### config.mk
export PLATFORM = sky130hd
export DESIGN_NAME = tpcc_ram
export DESIGN_NICKNAME = d
export VERILOG_FILES = /design/src/rtl/tpcc_ram.sv
export SDC_FILE = /design/constraint.sdc
export NUM_CORES = 1
export LEC_CHECK = 0
export BUFFER_PORTS_ARGS = -buffer_cell sky130_fd_sc_hd__buf_2
export CAP_MARGIN = 20
export CORE_ASPECT_RATIO = 2
export CORE_UTILIZATION = 50
export CTS_CLUSTER_SIZE = 28
export DETAILED_ROUTE_END_ITERATION = 12
export HOLD_SLACK_MARGIN = 0.06
export PLACE_DENSITY = 0.67
export SLEW_MARGIN = 10
export SYNTH_ARGS = -nofsm -noshare
export SYNTH_HDL_FRONTEND = slang
export SYNTH_SLANG_ARGS = --single-unit
### constraint.sdc
create_clock -name clk -period 4.5 [get_ports clk]
set_input_delay 0.225 -clock clk [delete_from_list [all_inputs] [get_ports clk]]
set_output_delay 0.225 -clock clk [all_outputs]
set_load 0.01 [all_outputs]
### src/rtl/tpcc_ram.sv
// Generic single-port-write, single-port-read synchronous RAM with registered read.
// No dependencies.
`default_nettype none

module tpcc_ram #(
	parameter int WIDTH = 8,
	parameter int DEPTH = 16
) (
	input  logic                     clk,
	input  logic                     we,
	input  logic [$clog2(DEPTH)-1:0] waddr,
	input  logic [WIDTH-1:0]         wdata,
	input  logic                     re,
	input  logic [$clog2(DEPTH)-1:0] raddr,
	output logic [WIDTH-1:0]         rdata
);

	logic [WIDTH-1:0] mem [DEPTH];

	always_ff @(posedge clk) begin
		if (we) begin
			mem[waddr] <= wdata;
		end
		if (re) begin
			rdata <= mem[raddr];
		end
	end

endmodule

`default_nettype wire

==> results of run 1 <==
==> routing by layer <==
layer	routed length, um	GRT usage [%]	up-vias
li1	-	-	1057
met1	3370	22.8	1191
met2	5550	35.2	67
met3	312	5.45	14
met4	176	9.34	0
met5	0	0	-
==> metrics by stage <==
step / cell area, sq um / power (mW) / utilization [%] / setup WS (ns) / hold slack (ns)
2_1_floorplan: 5230 / 1.53 / - / 2.78 / 0.324
3_3_place_gp: 5470 / 1.58 / 53.9 / 2.19 / 0.599
3_5_place_dp: 5470 / 1.58 / 53.9 / 2.16 / 0.607
4_1_cts: 6020 / 2.86 / 59.3 / 2.62 / 0.172
5_1_grt: 6020 / 2.93 / 59.3 / 2.50 / 0.171
6_report: 6020 / 2.83 / 59.3 / 2.66 / 0.180
==> worst max-delay path by stage <==
stage          startpoint         to  cells past startpoint
2_1_floorplan    waddr[2]  mem[0][0]                      2
3_3_place_gp     raddr[0]   rdata[0]                      4
3_5_place_dp     raddr[0]   rdata[5]                      4
4_1_cts          raddr[0]   rdata[2]                      4
5_1_grt          raddr[0]   rdata[2]                      4
6_report         raddr[0]   rdata[1]                      4
==> power breakdown <==
part	internal [mW]	switching (mW)	total, mW
Sequential	1.43	0.00755	1.44
Clock	0.758	0.521	1.28
Combinational	0.0496	0.0701	0.120
==> flip-flops by register name (all words and copies together), names as in the netlist <==
name / cells
rdata: 8
mem: 128
==> logic make-up (layout without fill, tap and decap cells) <==
logic type / Yosys count / in the layout
buffers and inverters: 10 / 61
DFF: 136 / 136
AOI/OAI and AO/OA: 16 / 16
and+or+nand+nor: 35 / 35
muxes: 32 / 32
==> final cells by class <==
cell class	count	area share (%)
clock buffer	17	7.06
clock inverter	15	2.16
multi-input combinational	83	17.6
sequential	136	67.8
tap	135	2.80
timing repair buffer	29	2.53
==> worst max-delay path, stage by stage <==
cell                      delay (ns)
sky130_fd_sc_hd__buf_2          0.74
sky130_fd_sc_hd__mux4_1         0.67
sky130_fd_sc_hd__a22oi_1        0.25
sky130_fd_sc_hd__nand2_1        0.08
==> cells in the final DEF, fill, tap and decap left out <==
cell type / n
sky130_fd_sc_hd__nor3_2: 1
sky130_fd_sc_hd__or3b_2: 1
sky130_fd_sc_hd__inv_6: 2
sky130_fd_sc_hd__buf_2: 26
sky130_fd_sc_hd__nand3b_1: 2
sky130_fd_sc_hd__nand3_1: 1
sky130_fd_sc_hd__nor3_1: 3
sky130_fd_sc_hd__and2_1: 1
sky130_fd_sc_hd__mux4_1: 14
sky130_fd_sc_hd__nor2_1: 13
sky130_fd_sc_hd__nand2_1: 9
sky130_fd_sc_hd__clkinv_2: 3
sky130_fd_sc_hd__clkinv_4: 3
sky130_fd_sc_hd__bufinv_16: 1
sky130_fd_sc_hd__clkinvlp_4: 5
sky130_fd_sc_hd__and2b_1: 1
sky130_fd_sc_hd__clkinv_1: 1
sky130_fd_sc_hd__a22oi_1: 16
sky130_fd_sc_hd__mux4_2: 18
sky130_fd_sc_hd__buf_4: 3
sky130_fd_sc_hd__nand2b_1: 2
sky130_fd_sc_hd__clkbuf_16: 17
sky130_fd_sc_hd__edfxtp_1: 136
sky130_fd_sc_hd__nor2b_1: 1
==> run summary, run 1 <==
DETAILED ROUTING
---------------------------------------------------------------------------------
Remaining DRCs                                                                  0
Average wire length per cell after detail routing                         22.7 um
Number of DRC markers after the initial detailed-route iteration              134
Detailed-route wire length                                                9.41 mm
Routed via count divided by cell count                                       5.61
Total via count in the routed design                                         2329
Number of detailed-routing iterations run before antenna repair                 4
Post-detailed-route count of antenna-violating nets                             0

FLOORPLAN
---------------------------------------------------------------------------------
Height of the die                                                          147 um
Die Outline Area                                                      10900 sq um
Width of the chip                                                         74.3 um
Starting density of the core                                                51.5%
Total I/O pin count                                                            27
Cell Rows                                                                      52
Placeable Area                                                        10100 sq um

CTS
---------------------------------------------------------------------------------
Num Clock Sinks                                                               136
Clk root buf                                                         sky130_fd_sc_hd__clkbuf_16
Maximum clock path buffer count                                                 2
Register clock-pin slew on the reported worst setup and hold paths        0.06 ns
TritonCTS clock tree                                                        built
Hold bufs inserted after CTS                                                    0
Post-cts repair resize count                                                    0
Latest clock arrival within the worst-skew pair                           0.41 ns
Post-CTS setup-driven buffer insertion count                                    0
H-Tree Level Count                                                              4
TritonCTS buffer count                                                         17

STA
---------------------------------------------------------------------------------
Max frequency                                                             543 MHz
Final setup skew                                                       0.00586 ns
Final hold viol count                                                           0
Shortest clock period the worst path allows after layout                  1.84 ns
Number of setup violations in the final report                                  0
Worst rel slew slack                                                        32.2%
Final TNS setup                                                              0 ns
Setup repair after global routing missed its margin                         false
Share of the clock period used by the worst path after layout               40.9%
Transition time at the pin with the least slew margin                     1.02 ns
Final Max Slew Viols                                                            0

SYNTH
---------------------------------------------------------------------------------
Compound-Gate Fraction of Synth Area                                        2.30%
Number of synthesized flops with an enable pin                                136
Number of synthesis warnings                                                    0
Fraction of synthesized cell area in xor and xnor cells                        0%
Multiplexer fraction of the synthesized cell area                           14.8%
Unique masters post-synth                                                      18
Synth Area in Simple Gates                                                  3.14%
Mapped Avg Cell Area                                                   22.8 sq um
Leading post-synthesis cells by instance count                       sky130_fd_sc_hd__edfxtp_1 (136), sky130_fd_sc_hd__mux4_2 (18), sky130_fd_sc_hd__a22oi_1 (16)
Biggest area contributors in the synthesized netlist                 sky130_fd_sc_hd__edfxtp_1 (78%), sky130_fd_sc_hd__mux4_2 (7.8%), sky130_fd_sc_hd__mux4_1 (7.0%)
Post-synth net total                                                          248
Cell Area, Synth                                                       5230 sq um
Gate Count Post-Synth                                                         229
Adder-cell share of the synthesized area                                       0%
Most frequently used cell type in the post-synthesis netlist         sky130_fd_sc_hd__edfxtp_1
Part of the Yosys area used for sequential elements                         78.1%
FF+latch count, synth                                                         136
Most frequently used flop master after synthesis                     sky130_fd_sc_hd__edfxtp_1
Fraction of post-synthesis cell area in the top cell type by area           78.1%
Dominant combinational cell family by area after synthesis           multiplexers
Cell taking the most area after synthesis                            sky130_fd_sc_hd__edfxtp_1
Share of synthesized registers carrying an async set or reset                  0%

SETUP PATH
---------------------------------------------------------------------------------
Source of the worst register-to-register timing path                    mem[2][2]
Number of cell instances on the worst register-to-register path                 3
Signal arrival time at the worst endpoint                                 2.00 ns
Data required time of the critical path                                   4.66 ns
Worst R2R End                                                            rdata[2]
Largest fanout of any net on the critical path                                 32
Startpoint Class                                                       input port
Kind of critical path                                                input port to register
CP endpoint kind                                                         register
Setup slack of the worst register-to-register path                        3.03 ns

GRT
---------------------------------------------------------------------------------
Combined global-route utilization of all metal layers                       20.4%
Number of antenna violations at the first check in global routing               0
Number of global-route vias before repair                                    2573
Pin count of the biggest net entering global routing                           33
Global-route wire length before repair                                    14.9 mm
Sum of overflow across all layers after global routing                          0

POWER AND IR DROP
---------------------------------------------------------------------------------
Worst supply voltage drop on vdd                                       0.000357 V
Leakage power of the design                                               1.99 nW
Power density over the cells                                          470 nW/um^2

PLACEMENT
---------------------------------------------------------------------------------
HPWL Detailed                                                             6.46 mm
IO buf count                                                                   26
Final weighted congestion in routability-driven placement                   0.725
Number of instances in the placed design                                      383

LAYOUT
---------------------------------------------------------------------------------
Final cell count without fillers                                              415
Antenna Cells                                                                   0
Area used by multi-input combinational logic                           1060 sq um
Fraction of layout instances using a drive strength above 1                 28.6%
Area growth syn-to-layout                                                   15.2%
Count of nets after finishing                                                 286
Layout filler cell count                                                      781
Reg area                                                               4080 sq um

OUTCOME
---------------------------------------------------------------------------------
Status                                                               finished clean

HOLD PATH
---------------------------------------------------------------------------------
Capture endpoint of the worst hold path                                  rdata[6]
Min-delay worst type                                                 input port to register
Source of the worst hold timing path                                           re
Hold path depth                                                                 1

RUN
---------------------------------------------------------------------------------
MaxCap Viol Count                                                               0

(Power assumes the default switching activity.)
==> run 2: changes to the inputs <==
ABC_AREA = 1   (was default)
PLACE_DENSITY = 0.7   (was 0.67)
clock period = 1.53 ns   (was 4.5 ns; I/O delays follow)
==> run 2 against run 1 <==
Clock power grew to 3.4 times the previous value. Core utilization grew 0.77 points. Power grew to 3.2 times the previous value. Non-clock buffer count rose by 19. Cell count rose by 80%. Clock-buffer cell count rose by 1. Register-to-register slack worse by 2.7 ns. Sequential cell count is the same. Wire length up 45%. Worst setup slack lost 2.4 ns. Die area is 12% higher. Via count rose by 70%. Critical path type is now register to register. Critical endpoint is now rdata[5]. Largest cell class unchanged. Highest routed layer unchanged.
==> run summary, run 2 <==
CTS
---------------------------------------------------------------------------------
Maximum clock path buffer count                                                 2
TritonCTS clock tree                                                        built
TritonCTS buffer count                                                         17
H-Tree Level Count                                                              4
Latest clock arrival within the worst-skew pair                           0.41 ns
Num Clock Sinks                                                               136
Register clock-pin slew on the reported worst setup and hold paths        0.06 ns
Clk root buf                                                         sky130_fd_sc_hd__clkbuf_16
Post-cts repair resize count                                                    0

PLACEMENT
---------------------------------------------------------------------------------
HPWL Detailed                                                             8.74 mm
Final weighted congestion in routability-driven placement                   0.799
IO buf count                                                                   26
Dpl ws                                                                   0.129 ns
Area after detailed placement                                          6180 sq um

LAYOUT
---------------------------------------------------------------------------------
Final core utilization                                                      60.1%
Fraction of layout instances using a drive strength above 1                 12.7%
Register with the most flip-flops                                             mem
Antenna Cells                                                                   0
Count of nets after finishing                                                 613
Top library cells by usage in the layout, fill and taps aside        sky130_fd_sc_hd__nand2_1 (173), sky130_fd_sc_hd__edfxtp_1 (136), sky130_fd_sc_hd__inv_1 (100)
Layout filler cell count                                                      946
Area growth syn-to-layout                                                   16.7%
Area of all placed cells without fillers                               6830 sq um
Largest registers                                                    mem: 128 flops, rdata: 8 flops
Most common cell after layout, fill and taps aside                   sky130_fd_sc_hd__nand2_1
Number of flip-flops in the largest register                                  128

POWER AND IR DROP
---------------------------------------------------------------------------------
Total Power Consumption                                                   9.08 mW
Leakage power of the design                                               2.97 nW
Power density over the cells                                         1330 nW/um^2
Worst supply voltage drop on vdd                                       0.000932 V

OUTCOME
---------------------------------------------------------------------------------
Status                                                               finished clean

SYNTH
---------------------------------------------------------------------------------
Cell taking the most area after synthesis                            sky130_fd_sc_hd__edfxtp_1
Gate Count Post-Synth                                                         551
Most frequently used flop master after synthesis                     sky130_fd_sc_hd__edfxtp_1
FF+latch count, synth                                                         136
Number of synthesis warnings                                                    0
Most frequently used cell type in the post-synthesis netlist         sky130_fd_sc_hd__nand2_1
Leading post-synthesis cells by instance count                       sky130_fd_sc_hd__nand2_1 (173), sky130_fd_sc_hd__edfxtp_1 (136), sky130_fd_sc_hd__inv_1 (100)
Mapped Avg Cell Area                                                   10.6 sq um
Cell Area, Synth                                                       5850 sq um
Post-synth net total                                                          570
Unique masters post-synth                                                      11
Biggest area contributors in the synthesized netlist                 sky130_fd_sc_hd__edfxtp_1 (70%), sky130_fd_sc_hd__nand2_1 (11%), sky130_fd_sc_hd__nand3_1 (8.3%)
Share of synthesized registers carrying an async set or reset                  0%
Part of the Yosys area used for sequential elements                         69.8%
Number of synthesized flops with an enable pin                                136
Fraction of post-synthesis cell area in the top cell type by area           69.8%

FLOORPLAN
---------------------------------------------------------------------------------
Height of the die                                                          155 um
Width of the chip                                                         78.5 um
Die Outline Area                                                      12200 sq um
Cell Rows                                                                      55
Total I/O pin count                                                            27
Starting density of the core                                                51.5%
Placeable Area                                                        11400 sq um

STA
---------------------------------------------------------------------------------
Transition time at the pin with the least slew margin                    0.602 ns
Worst setup margin                                                       0.295 ns
Final setup skew                                                       0.00664 ns
Setup repair after global routing missed its margin                         false
Final hold viol count                                                           0
Shortest clock period the worst path allows after layout                  1.24 ns
Final TNS setup                                                              0 ns
Max frequency                                                             809 MHz
Worst rel slew slack                                                        59.8%
Share of the clock period used by the worst path after layout               80.7%
Final Max Slew Viols                                                            0
Number of setup violations in the final report                                  0

GRT
---------------------------------------------------------------------------------
Sum of overflow across all layers after global routing                          0
Global-route wire length before repair                                    21.4 mm
Combined global-route utilization of all metal layers                       24.8%
Number of antenna violations at the first check in global routing               0
Number of global-route vias before repair                                    3940
Pin count of the biggest net entering global routing                           65

SETUP PATH
---------------------------------------------------------------------------------
Kind of critical path                                                register to register
Data required time of the critical path                                   1.69 ns
Critical Path Source                                                    mem[5][5]
Largest fanout of any net on the critical path                                  1
CP endpoint kind                                                         register
Signal arrival time at the worst endpoint                                 1.40 ns
Source of the worst register-to-register timing path                    mem[5][5]
Startpoint Class                                                         register

HOLD PATH
---------------------------------------------------------------------------------
Source of the worst hold timing path                                     wdata[4]
Min-delay worst type                                                 input port to register

DETAILED ROUTING
---------------------------------------------------------------------------------
Number of DRC markers after the initial detailed-route iteration              323
Detailed-route wire length                                                13.7 mm
Total via count in the routed design                                         3949
Number of detailed-routing iterations run before antenna repair                 5
Routed via count divided by cell count                                       5.28
Average wire length per cell after detail routing                         18.3 um
Post-detailed-route count of antenna-violating nets                             0
Remaining DRCs                                                                  0

RUN
---------------------------------------------------------------------------------
MaxCap Viol Count                                                               0

-- run 2: final cells by class --
| type | instances | area [sq um] | share of cell area (%) |
|---|---|---|---|
| Clock buffer | 18 | 429 | 6.29 |
| Tap cell | 142 | 178 | 2.60 |
| Clock inverter | 13 | 203 | 2.97 |
| Multi-Input combinational cell | 289 | 1210 | 17.8 |
| Inverter | 102 | 383 | 5.61 |
| Timing Repair Buffer | 48 | 335 | 4.91 |
| Sequential cell | 136 | 4080 | 59.8 |
-- run 2: cell families after synthesis --
family | count (synthesis) | share of synthesized area, %
flip-flops | 136 | 69.8
buffers and inverters | 126 | 9.39
AND/OR/NAND/NOR | 289 | 20.8
-- run 2: through the flow --
step | std cells | hold WS, ns
after floorplan | 551 | 0.175
after global placement | 716 | 0.466
after detailed placement | 716 | 0.467
after CTS | 748 | 0.0825
after global routing | 748 | 0.0942
final | 748 | 0.0905
-- run 2: worst max-delay path: stages (launching register included) --
cell	delay, ns
sky130_fd_sc_hd__edfxtp_1	0.37
sky130_fd_sc_hd__inv_1	0.07
sky130_fd_sc_hd__nand2_1	0.05
sky130_fd_sc_hd__nand3_1	0.09
sky130_fd_sc_hd__nand3_1	0.19
sky130_fd_sc_hd__nand3_1	0.15
sky130_fd_sc_hd__nand2_1	0.07
-- run 2: routing by layer --
layer / track usage (%) / up-vias / part of all wire, %
li1: - / 1871 / -
met1: 27.0 / 1874 / 35
met2: 44.9 / 169 / 55
met3: 4.93 / 35 / 6.3
met4: 12.4 / 0 / 3.8
met5: 0 / - / 0
-- run 2: power by group --
part,leakage (nW),internal (mW),switching [mW]
combinational,1.42,0.154,0.373
sequential,1.24,4.20,0.0221
clock,0.309,2.87,1.46
-- run 2: worst paths after layout --
kind / cells after the start / slack (ns) / endpoint
setup / recovery: 6 / 0.29 / rdata[5]
hold / removal: 1 / 0.09 / mem[3][4]
setup reg to reg: 6 / 0.29 / rdata[5]
hold reg to reg: 6 / 0.74 / rdata[0]
-- run 2: repair_timing --
item,in CTS,in global routing
hold buffers,1,0
setup buffers,0,0
hold endpoints to repair,8,0
